`src/hw/rtl/evpv_pkg.sv`:
```
// Package for the envelope peak/valley detector.
// Shared constants, register codes and reset values; no dependencies.
package evpv_pkg;

	localparam int SAMPLE_BITS_DEF   = 16;
	localparam int POSITION_BITS_DEF = 32;
	localparam int STEP_BITS_DEF     = 12;

	// Configuration register widths and port shape
	localparam int STEP_REG_W  = 13;
	localparam int LEVEL_REG_W = 16;
	localparam int RATIO_REG_W = 16;
	localparam int CFG_DATA_W  = 16;
	localparam int CFG_IDX_W   = 2;

	typedef enum logic [CFG_IDX_W-1:0] {
		REG_STEP_SIZE      = 2'd0,
		REG_MIN_PEAK_LEVEL = 2'd1,
		REG_GROWTH_RATIO   = 2'd2
	} cfg_reg_t;

	localparam logic [STEP_REG_W-1:0]  STEP_RESET      = 13'd441;
	localparam logic [LEVEL_REG_W-1:0] MIN_LEVEL_RESET = 16'd0;
	localparam logic [RATIO_REG_W-1:0] RATIO_RESET     = 16'd256;

	// Block level queue between front and back
	localparam int QUEUE_DEPTH = 4;

	// Growth ratio is Q8.8
	localparam int RATIO_FRAC_BITS = 8;

endpackage

```
`src/hw/rtl/evpv_in_if.sv`:
```
// Sample input channel: valid/ready handshake carrying one audio sample.
// Depends on evpv_pkg for the default width.
interface evpv_in_if #(
	parameter int SAMPLE_BITS = evpv_pkg::SAMPLE_BITS_DEF
);
	logic                          valid;
	logic                          ready;
	logic signed [SAMPLE_BITS-1:0] sample;
	logic                          clear_search;

	modport source(output valid, sample, clear_search, input ready);
	modport sink(input valid, sample, clear_search, output ready);
endinterface

```
`src/hw/rtl/evpv_out_if.sv`:
```
// Peak report channel: valid/ready handshake carrying positions and levels.
// Depends on evpv_pkg for the default widths.
interface evpv_out_if #(
	parameter int SAMPLE_BITS   = evpv_pkg::SAMPLE_BITS_DEF,
	parameter int POSITION_BITS = evpv_pkg::POSITION_BITS_DEF
);
	logic                     valid;
	logic                     ready;
	logic [POSITION_BITS-1:0] peak_position;
	logic [POSITION_BITS-1:0] valley_position;
	logic [SAMPLE_BITS-1:0]   peak_level;
	logic [SAMPLE_BITS-1:0]   valley_level;

	modport source(output valid, peak_position, valley_position, peak_level, valley_level,
		input ready);
	modport sink(input valid, peak_position, valley_position, peak_level, valley_level,
		output ready);
endinterface

```
`src/hw/rtl/evpv_front.sv`:
```
// Front end: sample magnitude and per-block maximum, one sample per cycle
// while q_full is low. Pushes one block level (with a pending-clear flag)
// per finished block. Depends on evpv_pkg and evpv_in_if.
module evpv_front #(
	parameter int SAMPLE_BITS = evpv_pkg::SAMPLE_BITS_DEF,
	parameter int STEP_BITS   = evpv_pkg::STEP_BITS_DEF
) (
	input  logic                   clk,
	input  logic                   arst_n,
	evpv_in_if.sink                samples,
	input  logic [STEP_BITS:0]     step,
	input  logic                   q_full,
	output logic                   push,
	output logic [SAMPLE_BITS:0]   push_data
);

	logic [SAMPLE_BITS-1:0] raw;
	logic [SAMPLE_BITS-1:0] mag;
	logic [SAMPLE_BITS-1:0] peak_q;
	logic [SAMPLE_BITS-1:0] peak_in;
	logic [SAMPLE_BITS-1:0] new_peak;
	logic [STEP_BITS-1:0]   fill_q;
	logic [STEP_BITS-1:0]   fill_in;
	logic [STEP_BITS:0]     fill_p1;
	logic                   pend_q;
	logic                   accept;
	logic                   blk_end;
	logic                   clr;

	assign samples.ready = !q_full;
	assign accept        = samples.valid && samples.ready;
	assign clr           = samples.clear_search;

	// most negative code maps to 2^(SAMPLE_BITS-1), which still fits unsigned
	assign raw = $unsigned(samples.sample);
	assign mag = raw[SAMPLE_BITS-1] ? (~raw + SAMPLE_BITS'(1)) : raw;

	assign peak_in  = clr ? '0 : peak_q;
	assign fill_in  = clr ? '0 : fill_q;
	assign new_peak = (mag > peak_in) ? mag : peak_in;
	assign fill_p1  = {1'b0, fill_in} + (STEP_BITS+1)'(1);
	assign blk_end  = fill_p1 >= step;

	assign push      = accept && blk_end;
	assign push_data = {pend_q | clr, new_peak};

	always_ff @(posedge clk or negedge arst_n) begin
		if (!arst_n) begin
			peak_q <= '0;
			fill_q <= '0;
			pend_q <= 1'b0;
		end else if (accept) begin
			if (blk_end) begin
				peak_q <= '0;
				fill_q <= '0;
				pend_q <= 1'b0;
			end else begin
				peak_q <= new_peak;
				fill_q <= fill_p1[STEP_BITS-1:0];
				pend_q <= pend_q | clr;
			end
		end
	end

endmodule

```
`src/hw/rtl/evpv_queue.sv`:
```
// Short FIFO of block levels between front and back end.
// Depends on evpv_pkg for the default depth.
module evpv_queue #(
	parameter int WIDTH = evpv_pkg::SAMPLE_BITS_DEF + 1,
	parameter int DEPTH = evpv_pkg::QUEUE_DEPTH
) (
	input  logic             clk,
	input  logic             arst_n,
	input  logic             push,
	input  logic [WIDTH-1:0] push_data,
	output logic             full,
	input  logic             pop,
	output logic             valid,
	output logic [WIDTH-1:0] head
);

	localparam int PTR_W = (DEPTH > 1) ? $clog2(DEPTH) : 1;
	localparam int CNT_W = $clog2(DEPTH + 1);

	logic [WIDTH-1:0] mem [DEPTH];
	logic [PTR_W-1:0] wr_ptr_q;
	logic [PTR_W-1:0] rd_ptr_q;
	logic [CNT_W-1:0] count_q;

	assign full  = count_q == CNT_W'(DEPTH);
	assign valid = count_q != '0;
	assign head  = mem[rd_ptr_q];

	always_ff @(posedge clk) begin
		if (push) begin
			mem[wr_ptr_q] <= push_data;
		end
	end

	always_ff @(posedge clk or negedge arst_n) begin
		if (!arst_n) begin
			wr_ptr_q <= '0;
			rd_ptr_q <= '0;
			count_q  <= '0;
		end else begin
			if (push) begin
				wr_ptr_q <= (wr_ptr_q == PTR_W'(DEPTH - 1)) ? '0 : wr_ptr_q + PTR_W'(1);
			end
			if (pop) begin
				rd_ptr_q <= (rd_ptr_q == PTR_W'(DEPTH - 1)) ? '0 : rd_ptr_q + PTR_W'(1);
			end
			if (push && !pop) begin
				count_q <= count_q + CNT_W'(1);
			end else if (pop && !push) begin
				count_q <= count_q - CNT_W'(1);
			end
		end
	end

	a_no_overflow: assert property (@(posedge clk) disable iff (!arst_n) push |-> !full)
		else $error("queue push while full");
	a_no_underflow: assert property (@(posedge clk) disable iff (!arst_n) pop |-> valid)
		else $error("queue pop while empty");
	a_count_range: assert property (@(posedge clk) disable iff (!arst_n)
		count_q <= CNT_W'(DEPTH))
		else $error("queue count beyond depth");

endmodule

```
`src/hw/rtl/evpv_back.sv`:
```
// Back end: three-block window search, growth test and report register.
// Retires one block level per cycle while the report register is free.
// Depends on evpv_pkg and evpv_out_if.
module evpv_back #(
	parameter int SAMPLE_BITS   = evpv_pkg::SAMPLE_BITS_DEF,
	parameter int POSITION_BITS = evpv_pkg::POSITION_BITS_DEF,
	parameter int STEP_BITS     = evpv_pkg::STEP_BITS_DEF
) (
	input  logic                                 clk,
	input  logic                                 arst_n,
	input  logic                                 q_valid,
	input  logic [SAMPLE_BITS:0]                 q_data,
	output logic                                 pop,
	input  logic [STEP_BITS:0]                   step,
	input  logic [evpv_pkg::LEVEL_REG_W-1:0]     min_peak_level,
	input  logic [evpv_pkg::RATIO_REG_W-1:0]     growth_ratio,
	evpv_out_if.source                           peaks
);

	localparam int LVL_W  = SAMPLE_BITS;
	localparam int POS_W  = POSITION_BITS;
	localparam int WIDE_W = (POS_W > STEP_BITS + 1) ? POS_W : STEP_BITS + 1;
	localparam int CMP_W  = (LVL_W > evpv_pkg::LEVEL_REG_W) ? LVL_W : evpv_pkg::LEVEL_REG_W;
	localparam int PROD_W = evpv_pkg::RATIO_REG_W + LVL_W;

	// search state
	logic [LVL_W-1:0] left_q, center_q, valley_q;
	logic [1:0]       seen_q;
	logic [POS_W-1:0] voff_q, woff_q, wbase_q;

	// state after an optional clear carried with the block
	logic [LVL_W-1:0] left_e, center_e, valley_e;
	logic [1:0]       seen_e;
	logic [POS_W-1:0] voff_e, woff_e, wbase_e;

	logic [LVL_W-1:0] left_d, center_d, valley_d;
	logic [1:0]       seen_d;
	logic [POS_W-1:0] voff_d, woff_d, wbase_d;

	logic [LVL_W-1:0]  level;
	logic              clr;
	logic [POS_W-1:0]  step_p;
	logic [POS_W-1:0]  vrel;
	logic              is_peak;
	logic              growth;
	logic              report;
	logic [PROD_W-1:0] rise_scaled;
	logic [PROD_W-1:0] valley_scaled;
	logic              out_valid_q;

	assign level  = q_data[LVL_W-1:0];
	assign clr    = q_data[LVL_W];
	assign step_p = POS_W'(step);
	assign pop    = q_valid && (!out_valid_q || peaks.ready);

	assign left_e   = clr ? '0 : left_q;
	assign center_e = clr ? '0 : center_q;
	assign valley_e = clr ? '0 : valley_q;
	assign seen_e   = clr ? 2'd0 : seen_q;
	assign voff_e   = clr ? '0 : voff_q;
	assign woff_e   = clr ? '0 : woff_q;
	assign wbase_e  = clr ? '0 : wbase_q;

	// (centre - valley) * 256 against ratio * valley; only meaningful when centre > valley
	assign rise_scaled   = PROD_W'(center_e - valley_e) << evpv_pkg::RATIO_FRAC_BITS;
	assign valley_scaled = PROD_W'(growth_ratio) * PROD_W'(valley_e);

	assign is_peak = (center_e > left_e) && (center_e >= level);
	assign growth  = (CMP_W'(center_e) > CMP_W'(min_peak_level)) && (center_e > valley_e)
		&& (rise_scaled > valley_scaled);
	assign report  = (seen_e == 2'd2) && is_peak && growth;

	assign vrel = (WIDE_W'(voff_e) > WIDE_W'(step)) ? (voff_e - step_p) : '0;

	always_comb begin
		left_d   = left_e;
		center_d = center_e;
		valley_d = valley_e;
		seen_d   = seen_e;
		voff_d   = voff_e;
		woff_d   = woff_e + step_p;
		wbase_d  = wbase_e;
		case (seen_e)
			2'd0: begin
				left_d   = level;
				valley_d = level;
				voff_d   = '0;
				seen_d   = 2'd1;
			end
			2'd1: begin
				center_d = level;
				seen_d   = 2'd2;
			end
			default: begin
				if (report) begin
					// restart with the block just read as left and valley
					wbase_d  = wbase_e + woff_e;
					left_d   = level;
					valley_d = level;
					voff_d   = '0;
					seen_d   = 2'd1;
					woff_d   = step_p;
				end else begin
					if (is_peak || valley_e >= center_e) begin
						valley_d = center_e;
						voff_d   = woff_e;
					end
					left_d   = center_e;
					center_d = level;
				end
			end
		endcase
	end

	always_ff @(posedge clk or negedge arst_n) begin
		if (!arst_n) begin
			left_q      <= '0;
			center_q    <= '0;
			valley_q    <= '0;
			seen_q      <= 2'd0;
			voff_q      <= '0;
			woff_q      <= '0;
			wbase_q     <= '0;
			out_valid_q <= 1'b0;
		end else begin
			if (pop) begin
				left_q   <= left_d;
				center_q <= center_d;
				valley_q <= valley_d;
				seen_q   <= seen_d;
				voff_q   <= voff_d;
				woff_q   <= woff_d;
				wbase_q  <= wbase_d;
			end
			if (pop) begin
				out_valid_q <= report;
			end else if (peaks.ready) begin
				out_valid_q <= 1'b0;
			end
		end
	end

	always_ff @(posedge clk) begin
		if (pop && report) begin
			peaks.peak_position   <= wbase_e + woff_e - step_p;
			peaks.valley_position <= wbase_e + vrel;
			peaks.peak_level      <= center_e;
			peaks.valley_level    <= valley_e;
		end
	end

	assign peaks.valid = out_valid_q;

	a_seen_range: assert property (@(posedge clk) disable iff (!arst_n) seen_q != 2'd3)
		else $error("window block count out of range");
	a_restart: assert property (@(posedge clk) disable iff (!arst_n)
		(pop && report) |=> (seen_q == 2'd1 && voff_q == '0))
		else $error("search did not restart after a report");
	a_no_drop: assert property (@(posedge clk) disable iff (!arst_n)
		(out_valid_q && !peaks.ready) |-> !pop)
		else $error("block retired while a report is stalled");

endmodule

```
`src/hw/rtl/envelope_peak_valley_detector.sv`:
```
// Envelope peak/valley detector, top level.
//
// Channels: samples (sink) takes one signed sample per beat with a clear_search
// flag; peaks (source) gives one beat per reported peak with peak and valley
// positions and levels. Configuration goes through cfg_we/cfg_index/cfg_data:
// step_size, min_peak_level, growth_ratio (Q8.8), written while the block is idle.
//
// Throughput: one sample per cycle while the queue is not full. The front end
// finds the block maximum and pushes one level per finished block into a
// four-entry queue; the back end retires one queued level per cycle, while the
// report register is free, through a single 16 x SAMPLE_BITS multiply.
// Report path: the level of the block on the right of the peak is written into
// the queue, then read into the report register, which drives the report beat.
// Stalls: a stalled report holds in the output register; blocks pile up in the
// queue and samples.ready drops only when the queue is full.
// Reset: registers return to their reset values and all search state is
// cleared; there is no clearing pass. Depends on evpv_pkg, evpv_in_if,
// evpv_out_if, evpv_front, evpv_queue and evpv_back.
module envelope_peak_valley_detector #(
	parameter int SAMPLE_BITS   = evpv_pkg::SAMPLE_BITS_DEF,
	parameter int POSITION_BITS = evpv_pkg::POSITION_BITS_DEF,
	parameter int STEP_BITS     = evpv_pkg::STEP_BITS_DEF
) (
	input  logic                             clk,
	input  logic                             arst_n,
	input  logic                             cfg_we,
	input  logic [evpv_pkg::CFG_IDX_W-1:0]   cfg_index,
	input  logic [evpv_pkg::CFG_DATA_W-1:0]  cfg_data,
	evpv_in_if.sink                          samples,
	evpv_out_if.source                       peaks
);

	localparam int SCMP_W = (evpv_pkg::STEP_REG_W > STEP_BITS + 1) ?
		evpv_pkg::STEP_REG_W : STEP_BITS + 1;

	logic [evpv_pkg::STEP_REG_W-1:0]  step_size_q;
	logic [evpv_pkg::LEVEL_REG_W-1:0] min_peak_level_q;
	logic [evpv_pkg::RATIO_REG_W-1:0] growth_ratio_q;

	logic [SCMP_W-1:0]    step_raw;
	logic [SCMP_W-1:0]    step_max;
	logic [SCMP_W-1:0]    step_sat;
	logic [STEP_BITS:0]   step_eff;

	logic                 push;
	logic [SAMPLE_BITS:0] push_data;
	logic                 q_full;
	logic                 q_valid;
	logic                 q_pop;
	logic [SAMPLE_BITS:0] q_head;

	always_ff @(posedge clk or negedge arst_n) begin
		if (!arst_n) begin
			step_size_q      <= evpv_pkg::STEP_RESET;
			min_peak_level_q <= evpv_pkg::MIN_LEVEL_RESET;
			growth_ratio_q   <= evpv_pkg::RATIO_RESET;
		end else if (cfg_we) begin
			unique case (cfg_index)
				evpv_pkg::REG_STEP_SIZE:      step_size_q <= cfg_data[evpv_pkg::STEP_REG_W-1:0];
				evpv_pkg::REG_MIN_PEAK_LEVEL: min_peak_level_q <= cfg_data;
				evpv_pkg::REG_GROWTH_RATIO:   growth_ratio_q <= cfg_data;
				default: ;
			endcase
		end
	end

	// zero step acts as one; oversize step saturates at the block counter range
	assign step_raw = SCMP_W'(step_size_q);
	assign step_max = SCMP_W'(1) << STEP_BITS;
	assign step_sat = (step_raw == '0) ? SCMP_W'(1) :
		(step_raw > step_max) ? step_max : step_raw;
	assign step_eff = step_sat[STEP_BITS:0];

	evpv_front #(
		.SAMPLE_BITS(SAMPLE_BITS),
		.STEP_BITS  (STEP_BITS)
	) u_front (
		.clk      (clk),
		.arst_n   (arst_n),
		.samples  (samples),
		.step     (step_eff),
		.q_full   (q_full),
		.push     (push),
		.push_data(push_data)
	);

	evpv_queue #(
		.WIDTH(SAMPLE_BITS + 1),
		.DEPTH(evpv_pkg::QUEUE_DEPTH)
	) u_queue (
		.clk      (clk),
		.arst_n   (arst_n),
		.push     (push),
		.push_data(push_data),
		.full     (q_full),
		.pop      (q_pop),
		.valid    (q_valid),
		.head     (q_head)
	);

	evpv_back #(
		.SAMPLE_BITS  (SAMPLE_BITS),
		.POSITION_BITS(POSITION_BITS),
		.STEP_BITS    (STEP_BITS)
	) u_back (
		.clk           (clk),
		.arst_n        (arst_n),
		.q_valid       (q_valid),
		.q_data        (q_head),
		.pop           (q_pop),
		.step          (step_eff),
		.min_peak_level(min_peak_level_q),
		.growth_ratio  (growth_ratio_q),
		.peaks         (peaks)
	);

endmodule

```
`src/flat_wrapper.sv`:
```
// flat-port wrapper written by rule: the top's interface ports become plain ports
module envelope_peak_valley_detector_flat 
#(
	parameter int SAMPLE_BITS   = evpv_pkg::SAMPLE_BITS_DEF,
	parameter int POSITION_BITS = evpv_pkg::POSITION_BITS_DEF,
	parameter int STEP_BITS     = evpv_pkg::STEP_BITS_DEF
)
  (clk, arst_n, cfg_we, cfg_index, cfg_data, samples_valid, samples_sample, samples_clear_search, samples_ready, peaks_valid, peaks_peak_position, peaks_valley_position, peaks_peak_level, peaks_valley_level, peaks_ready);
  evpv_in_if #(.SAMPLE_BITS(SAMPLE_BITS)) samples_i ();
  evpv_out_if #(.SAMPLE_BITS(SAMPLE_BITS), .POSITION_BITS(POSITION_BITS)) peaks_i ();
  input  logic clk;
  input  logic arst_n;
  input  logic cfg_we;
  input  logic [evpv_pkg::CFG_IDX_W-1:0] cfg_index;
  input  logic [evpv_pkg::CFG_DATA_W-1:0] cfg_data;
  input wire logic [$bits(samples_i.valid)-1:0] samples_valid;
  input wire logic [$bits(samples_i.sample)-1:0] samples_sample;
  input wire logic [$bits(samples_i.clear_search)-1:0] samples_clear_search;
  output wire logic [$bits(samples_i.ready)-1:0] samples_ready;
  output wire logic [$bits(peaks_i.valid)-1:0] peaks_valid;
  output wire logic [$bits(peaks_i.peak_position)-1:0] peaks_peak_position;
  output wire logic [$bits(peaks_i.valley_position)-1:0] peaks_valley_position;
  output wire logic [$bits(peaks_i.peak_level)-1:0] peaks_peak_level;
  output wire logic [$bits(peaks_i.valley_level)-1:0] peaks_valley_level;
  input wire logic [$bits(peaks_i.ready)-1:0] peaks_ready;
  assign samples_i.valid = samples_valid;
  assign samples_i.sample = samples_sample;
  assign samples_i.clear_search = samples_clear_search;
  assign samples_ready = samples_i.ready;
  assign peaks_valid = peaks_i.valid;
  assign peaks_peak_position = peaks_i.peak_position;
  assign peaks_valley_position = peaks_i.valley_position;
  assign peaks_peak_level = peaks_i.peak_level;
  assign peaks_valley_level = peaks_i.valley_level;
  assign peaks_i.ready = peaks_ready;
  envelope_peak_valley_detector #(.SAMPLE_BITS(SAMPLE_BITS), .POSITION_BITS(POSITION_BITS), .STEP_BITS(STEP_BITS)) u_core (.clk(clk), .arst_n(arst_n), .cfg_we(cfg_we), .cfg_index(cfg_index), .cfg_data(cfg_data), .samples(samples_i), .peaks(peaks_i));
endmodule
```
`config.mk`:
```
export PLATFORM = sky130hd
export DESIGN_NAME = envelope_peak_valley_detector_flat
export DESIGN_NICKNAME = d
export VERILOG_FILES = /design/src/hw/rtl/evpv_pkg.sv /design/src/hw/rtl/evpv_in_if.sv /design/src/hw/rtl/evpv_out_if.sv /design/src/hw/rtl/evpv_front.sv /design/src/hw/rtl/evpv_queue.sv /design/src/hw/rtl/evpv_back.sv /design/src/hw/rtl/envelope_peak_valley_detector.sv /design/src/flat_wrapper.sv
export SDC_FILE = /design/constraint.sdc
export NUM_CORES = 2
export LEC_CHECK = 0
export BUFFER_PORTS_ARGS = -buffer_cell sky130_fd_sc_hd__buf_4
export CORE_MARGIN = 1
export CORE_UTILIZATION = 55
export DETAILED_ROUTE_END_ITERATION = 7
export PLACE_DENSITY_LB_ADDON = 0.25
export SLEW_MARGIN = 20
export SYNTH_ARGS = -nofsm -noshare
export SYNTH_HDL_FRONTEND = slang
export SYNTH_SLANG_ARGS = --single-unit
```
`constraint.sdc`:
```
create_clock -name clk -period 16.3 [get_ports clk]
set_input_delay 4.075 -clock clk [delete_from_list [all_inputs] [get_ports clk]]
set_output_delay 4.075 -clock clk [all_outputs]
set_load 0.005 [all_outputs]
```
# Word level (Yosys, flattened, before mapping)
# Memories as Yosys holds them, arrays and structs flattened.
# Index checks and enable logic that the tools add are counted.
word_totals:
  word_cells: 122
  in_bits: 40
  output_inout_bits: 98
  memories: 1
  ramBits: 68
  reg_bits: 324
mem_list:
  columns: ["name", "words", "word_bits", "read_ports", "rd_ports_with_merged_regs", "write_ports", "line", "rtl"]
  rows:
  - ["u_core.u_queue.mem", 4, 17, 1, 0, 1, "evpv_queue.sv:20", "logic [WIDTH-1:0] mem [DEPTH];"]
op_classes:
  n_reduce_logical: 27
  bitwise_logic: 2
  n_mul: 1
  mux: 41
  magnitude_cmp: 10
  add_sub_neg: 12
  eq_ne: 7
ops:
  columns: ["operator", "n"]
  rows:
  - ["2-to-1 mux 32 bit", 10]
  - ["2-to-1 mux 16 bit", 11]
  - ["case mux 16 bit (2 select lines)", 3]
  - ["adder 32 bit", 2]
  - ["> comparator 16 bit", 4]
  - ["case mux 32 bit (2 select lines)", 1]
  - ["subtractor 32 x 13 -> 32 bit", 2]
  - ["adder 32 x 13 -> 32 bit", 1]
  - ["greater-or-equal comparator 16 bit", 2]
  - ["> comparator 32 x 13 -> 1 bit", 1]
  - ["> comparator 32 bit", 1]
  - ["multiplier 16 x 16 -> 32 bit", 1]
  - ["2-to-1 mux 13 bit", 2]
  - ["2-to-1 mux 12 bit", 2]
  - ["subtractor 16 x 16 -> 17 bit", 1]
  - ["adder 16 x 1 -> 16 bit (second input constant)", 1]
  - ["inverter 16 bit", 1]
  - ["adder 12 x 1 -> 13 bit (second input constant)", 1]
  - ["greater-or-equal comparator 13 bit", 1]
  - ["> comparator 13 bit (second input constant)", 1]
  - ["logical NOT 13 bit", 1]
  - ["logical AND 1 bit", 11]
  - ["== test 2 bit (second input constant)", 4]
  - ["2-to-1 mux 2 bit", 4]
  - ["16 further kinds", 31]

# Logic depth before layout (Yosys ltp)
depth:
  word_depth: 9
  depth_mapped: 41

# Hierarchy
# Synthesis repeated with hierarchy kept, for this count alone.
hier_totals:
  hier_cells: 3516
  hier_area_um2: 34149.0
by_module_without_submodules:
  columns: ["module", "cells_per_inst", "seq_area_each_um2", "area_per_inst_um2", "instances"]
  rows:
  - ["evpv_back", 2938, 6561.3, 26636.8, 1]
  - ["evpv_queue", 126, 2217.1, 2912.8, 1]
  - ["evpv_front", 338, 725.7, 2763.9, 1]
  - ["envelope_peak_valley_detector", 114, 1134.8, 1835.5, 1]

# Least setup slack after synthesis
# Ideal clock, no wire load.
synth_path:
  path_type: "flip-flop to flip-flop"
  from: "register u_core.u_queue.rd_ptr_q[0]"
  to: "register u_core.u_back.wbase_q[15]"
  setup_ns: 0.076
  synth_period_minus_slack_ns: 12.293
  t_arrival_ns: 12.217
  path_buffers: 6
  stages_incl_launch_ff: 37
  required_time_ns: 16.224
  slack_ns: 4.007
  cell_sequence: "dfrtp_1 -> mux4_2 -> clkbuf_1 -> buf_2 -> clkbuf_1 -> nor2b_1 -> clkbuf_1 -> nand2_1 -> fa_1 -> fa_1 -> inv_1 -> fa_1 -> fa_1 -> fa_1 -> inv_1 -> fa_1 -> inv_1 -> ha_1 -> and3_1 -> a32o_1 -> a31oi_1 -> a311oi_1 -> a21o_1 -> a21oi_1 -> xor2_1 -> ha_1 -> nand4_1 -> or4_1 -> o211ai_1 -> a21oi_1 -> nor4_1 -> and2_1 -> clkbuf_1 -> nand2_1 -> inv_1 -> clkbuf_1 -> a22o_2"
synth_between:
  elab_chain_len: 8
  word_cells_on_any_way: 26
synth_rtl:
  columns: ["item", "line", "rtl"]
  rows:
  - ["start: declaration", "evpv_queue.sv:22", "logic [PTR_W-1:0] rd_ptr_q;"]
  - ["start signal: assignment", "evpv_queue.sv:45", "rd_ptr_q <= (rd_ptr_q == PTR_W'(DEPTH - 1)) ? '0 : rd_ptr_q + PTR_W'(1);"]
  - ["memory (4 x 17 bit) (*)", null, null]
  - ["2-to-1 mux 16 bit (*)", "evpv_back.sv:58", "assign valley_e = clr ? '0 : valley_q;"]
  - ["net u_core.u_back.valley_e[15]", "evpv_back.sv:32", "logic [LVL_W-1:0] left_e, center_e, valley_e;"]
  - ["multiplier 16 x 16 -> 32 bit (tied with other cells)", "evpv_back.sv:66", "assign valley_scaled = PROD_W'(growth_ratio) * PROD_W'(valley_e);"]
  - ["> comparator 32 bit / logical AND 1 bit (equally long branches)", "evpv_back.sv:70, evpv_back.sv:69", null]
  - ["logical AND 1 bit (*)", "evpv_back.sv:70", "&& (rise_scaled > valley_scaled);"]
  - ["logical AND 1 bit (*)", "evpv_back.sv:71", "assign report = (seen_e == 2'd2) && is_peak && growth;"]
  - ["2-to-1 mux 32 bit (*)", "evpv_back.sv:95", "if (report) begin"]
  - ["2-to-1 mux 32 bit (*)", "evpv_back.sv:83", "case (seen_e)"]
  - ["end signal: assignment", "evpv_back.sv:133", "wbase_q <= wbase_d;"]
  - ["end: declaration", "evpv_back.sv:29", "logic [POS_W-1:0] voff_q, woff_q, wbase_q;"]
# Mark *: on every way through the listed nets, which the timed path passes. The rest lies on a longest branch.
# A chain may end at the register's enable or synchronous reset.

# Final worst setup path
layout_path:
  from: "register u_core.u_queue.rd_ptr_q[0]"
  to: "register u_core.u_back.peaks.peak_position[25] (enable)"
layout_between:
  elab_chain_len: 7
  word_cells_on_any_way: 19
layout_rtl:
  columns: ["item", "line", "rtl"]
  rows:
  - ["memory (4 x 17 bit) (*)", null, null]
  - ["2-to-1 mux 16 bit (on tied branches)", "evpv_back.sv:58, evpv_back.sv:56, evpv_back.sv:57", null]
  - ["multiplier 16 x 16 -> 32 bit (tied with other cells)", "evpv_back.sv:66", null]
  - ["> comparator 32 bit (tied with other cells)", "evpv_back.sv:70", null]
  - ["logical AND 1 bit (on tied branches)", "evpv_back.sv:70, evpv_back.sv:71", null]
  - ["logical AND 1 bit (*)", "evpv_back.sv:71", null]
  - ["logical AND 1 bit (*)", "evpv_back.sv:144", "if (pop && report) begin"]
  - ["end signal: assignment", "evpv_back.sv:145", "peaks.peak_position <= wbase_e + woff_e - step_p;"]
  - ["end: declaration", "evpv_out_if.sv:14", "modport source(output valid, peak_position, valley_position, peak_level, valley_level,"]
# Mark *: on every way between the ends. The rest lies on a longest branch, timed or not.

==> run metrics <==
worst slew pin tran=1.004 ns; Hold Crit Start=u_core.u_back.woff_q[20]; dpl hpwl=64420 µm; CP max stage cell=mux4_4; Worst Skew=0.02722 ns; clock insertion delay at the later pin of the skew report=0.60 ns; count of final setup violators=0; worst r2r src=u_core.u_queue.rd_ptr_q[0]; register area=10640 µm²; final WL=87290 µm; Sink Count=392; post_cts resized=0; Site Rows=90; Synthesized Nets=4080; Antenna Violating Nets Remaining=0; # Max-Cap Violations=0; dpl cells=4332; clock root buffer=clkbuf_16; Top cell by count, worst path=fa_1; die area=62640 µm²; critical path startpoint category=flop; # nets final=4167; Main synth FF type=dfrtp_1; Max clock buf depth=3; htree depth=2; vias in the first global route=26160; post-synthesis sequential area ratio=31.38%; Antenna diodes=0; YS warnings=0; endpoint class of the critical path=flop; wire per inst=19.78 µm; Syn Inst Count=3509; DRC Markers=0; grt met2 use=43.19%; Hold Crit Class=flop to flop; initial antenna violation count=0; WP data required=16.51 ns; GRT busiest layer=met2; Netlist cell types=91; fin crit period=12.08 ns; Setup CP Type=flop to flop; synthesized area=33900 µm²; M3 GR Usage=6.090%; number of fill cells=5158; status=finished, final reports clean; Die X=250.3 µm; fmax=82.76 MHz; Port Buffers=137; Crit path largest cell delay=1.13 ns; Setup Fix Bufs, Post-CTS=0; RSZ-0062 raised after global routing=false; CTS tree=done; largest net degree at the start of global routing=102; Vias=26540; routing usage on met1=40.25%; share of cells above drive strength 1=10.33%; initial drt markers=2100; async set-reset flop share out of synthesis=58.16%; global route total overflow=0; Arrival @ worst endpoint=12.29 ns; Slew HR=32.85%; GP Congestion=0.9235; Initial Utilization=55.96%; GRT Resource Usage Total=28.21%; Ports=138; Clk pin slew, worst setup/hold paths=0.07 ns; total CTS buffers=44; Seq cells post-synth=392; area of the multi-input gates=21300 µm²; Max Slew Vio Count=0; first-pass GRT wire length=141200 µm; Hold Buf Count CTS=0; Post-synth EDFFs=164; TNS Setup=0 ns; Final Hold Fails=0; First-pass DRT Iterations=6; Finished Layout Cells=4413; period utilization=74.13%; chip height=250.3 µm; CP max FO=73; Mean Syn Cell Area=9.662 µm²; Area Growth Syn to Fin=9.923%; vias per cell=6.013; core area=60580 µm²; crit path launch=u_core.u_queue.rd_ptr_q[0]
==> cell usage after synthesis (11+ instances only) <==
master,instances,share of area (%)
and3_1,25,0.46
buf_1,12,0.13
nand2b_1,43,0.79
a211oi_1,25,0.55
or3_1,18,0.33
clkbuf_1,127,1.4
a221o_1,13,0.38
o21bai_1,18,0.40
nand2_1,312,3.5
and2_1,128,2.4
o21a_1,30,0.66
mux2i_1,23,0.68
xnor2_1,87,2.2
a31oi_1,28,0.52
fa_1,201,12
mux2_2,48,1.6
xor2_1,77,2.0
nor3_1,61,0.90
edfxtp_1,164,15
mux4_2,17,1.1
dfrtp_1,221,16
o41ai_1,14,0.36
nor2_1,168,1.9
a21o_1,90,2.0
o22ai_1,17,0.31
nand3_1,61,0.90
a2bb2oi_1,12,0.31
a21oi_1,182,2.7
nor2b_1,121,2.2
ha_1,330,12
a32oi_1,16,0.41
o21ai_0,129,1.9
nor4_1,13,0.24
inv_1,379,4.2
o211ai_1,11,0.24
a22o_1,98,2.5
nand4_1,30,0.55
==> state kept, by name (all words and copies together) (netlist names), 16 cells and up <==
| name | count |
|---|---|
| u_core.u_back.wbase_q | 32 |
| u_core.u_back.left_q | 16 |
| u_core.u_back.peaks.peak_position | 32 |
| u_core.min_peak_level_q | 16 |
| u_core.growth_ratio_q | 16 |
| u_core.u_back.peaks.peak_level | 16 |
| u_core.u_back.center_q | 16 |
| u_core.u_queue.mem | 68 |
| u_core.u_back.peaks.valley_position | 32 |
| u_core.u_back.peaks.valley_level | 16 |
| u_core.u_back.voff_q | 32 |
| u_core.u_front.peak_q | 16 |
| u_core.u_back.woff_q | 32 |
| u_core.u_back.valley_q | 16 |
==> final timing paths <==
| check | end | slack (ns) | depth (start not counted) |
|---|---|---|---|
| min in group asynchronous | u_core.u_front.fill_q[1] | 3.56 | 1 |
| max in group asynchronous | u_core.min_peak_level_q[4] | 11.47 | 2 |
| min | u_core.u_back.woff_q[20] | 0.46 | 1 |
| max | u_core.u_back.peaks.peak_position[25] | 4.22 | 37 |
| min reg2reg | u_core.u_back.woff_q[20] | 0.46 | 1 |
| max reg2reg | u_core.u_back.peaks.peak_position[25] | 4.22 | 37 |
==> stage by stage <==
stage	hold WS (ns)	util, %	setup slack (ns)	instance area (µm²)
after detailed placement	0.4485	59.04	4.340	35770
after CTS	0.4565	61.51	4.303	37260
final	0.4603	61.52	4.217	37270
after floorplan	0.4238	-	4.007	33900
after global routing	0.5000	61.52	3.433	37270
after global placement	0.4403	59.04	4.610	35770
==> worst max-delay path, delay by kind of cell, from the launching register on <==
| kind | cells | cell delay [ns] |
|---|---|---|
| buffers and inverters | 10 | 2.84 |
| multiplexers | 1 | 1.13 |
| flip-flops | 1 | 0.32 |
| XOR/XNOR | 1 | 0.09 |
| AO/OA/AOI/OAI | 10 | 2.20 |
| adder cells (fa/ha/maj) | 8 | 3.58 |
| AND/OR/NAND/NOR | 7 | 1.38 |
==> cell type report <==
class	count	area share, %
repair buffers	188	3.817
clock buffers	57	3.414
inverters	379	3.831
flip-flops and latches	392	28.55
multi-input cells	2591	57.16
well taps	782	2.625
clock inverters	24	0.6043
==> cell families (layout without fill, tap and decap cells) <==
family,count (synthesis),after routing,share of synthesized area [%]
XOR/XNOR,164,164,4.237
AO/OA/AOI/OAI,777,777,15.67
adder cells (fa/ha/maj),531,531,24.05
buffers and inverters,526,648,5.930
flip-flops,392,392,31.38
multiplexers,88,88,3.403
AND/OR/NAND/NOR,1031,1031,15.33
==> cells in the final DEF (no fill, tap or decap), drive strengths merged, types with 129 or more instances in the layout <==
| master | count |
|---|---|
| dfrtp | 221 |
| nand2 | 313 |
| buf | 188 |
| and2 | 129 |
| nor2 | 168 |
| fa | 201 |
| o21ai | 141 |
| inv | 381 |
| ha | 330 |
| edfxtp | 164 |
| a21oi | 182 |
==> layer usage <==
layer | vias up | part of all wire (%)
li1 | 12450 | -
met1 | 12980 | 45
met2 | 953 | 44
met3 | 153 | 8.3
met4 | 0 | 2.6
met5 | - | 0
Power is left out: the tool's default activity adds up to more than one toggle a clock period on the data nets, which glitch-free logic cannot reach.
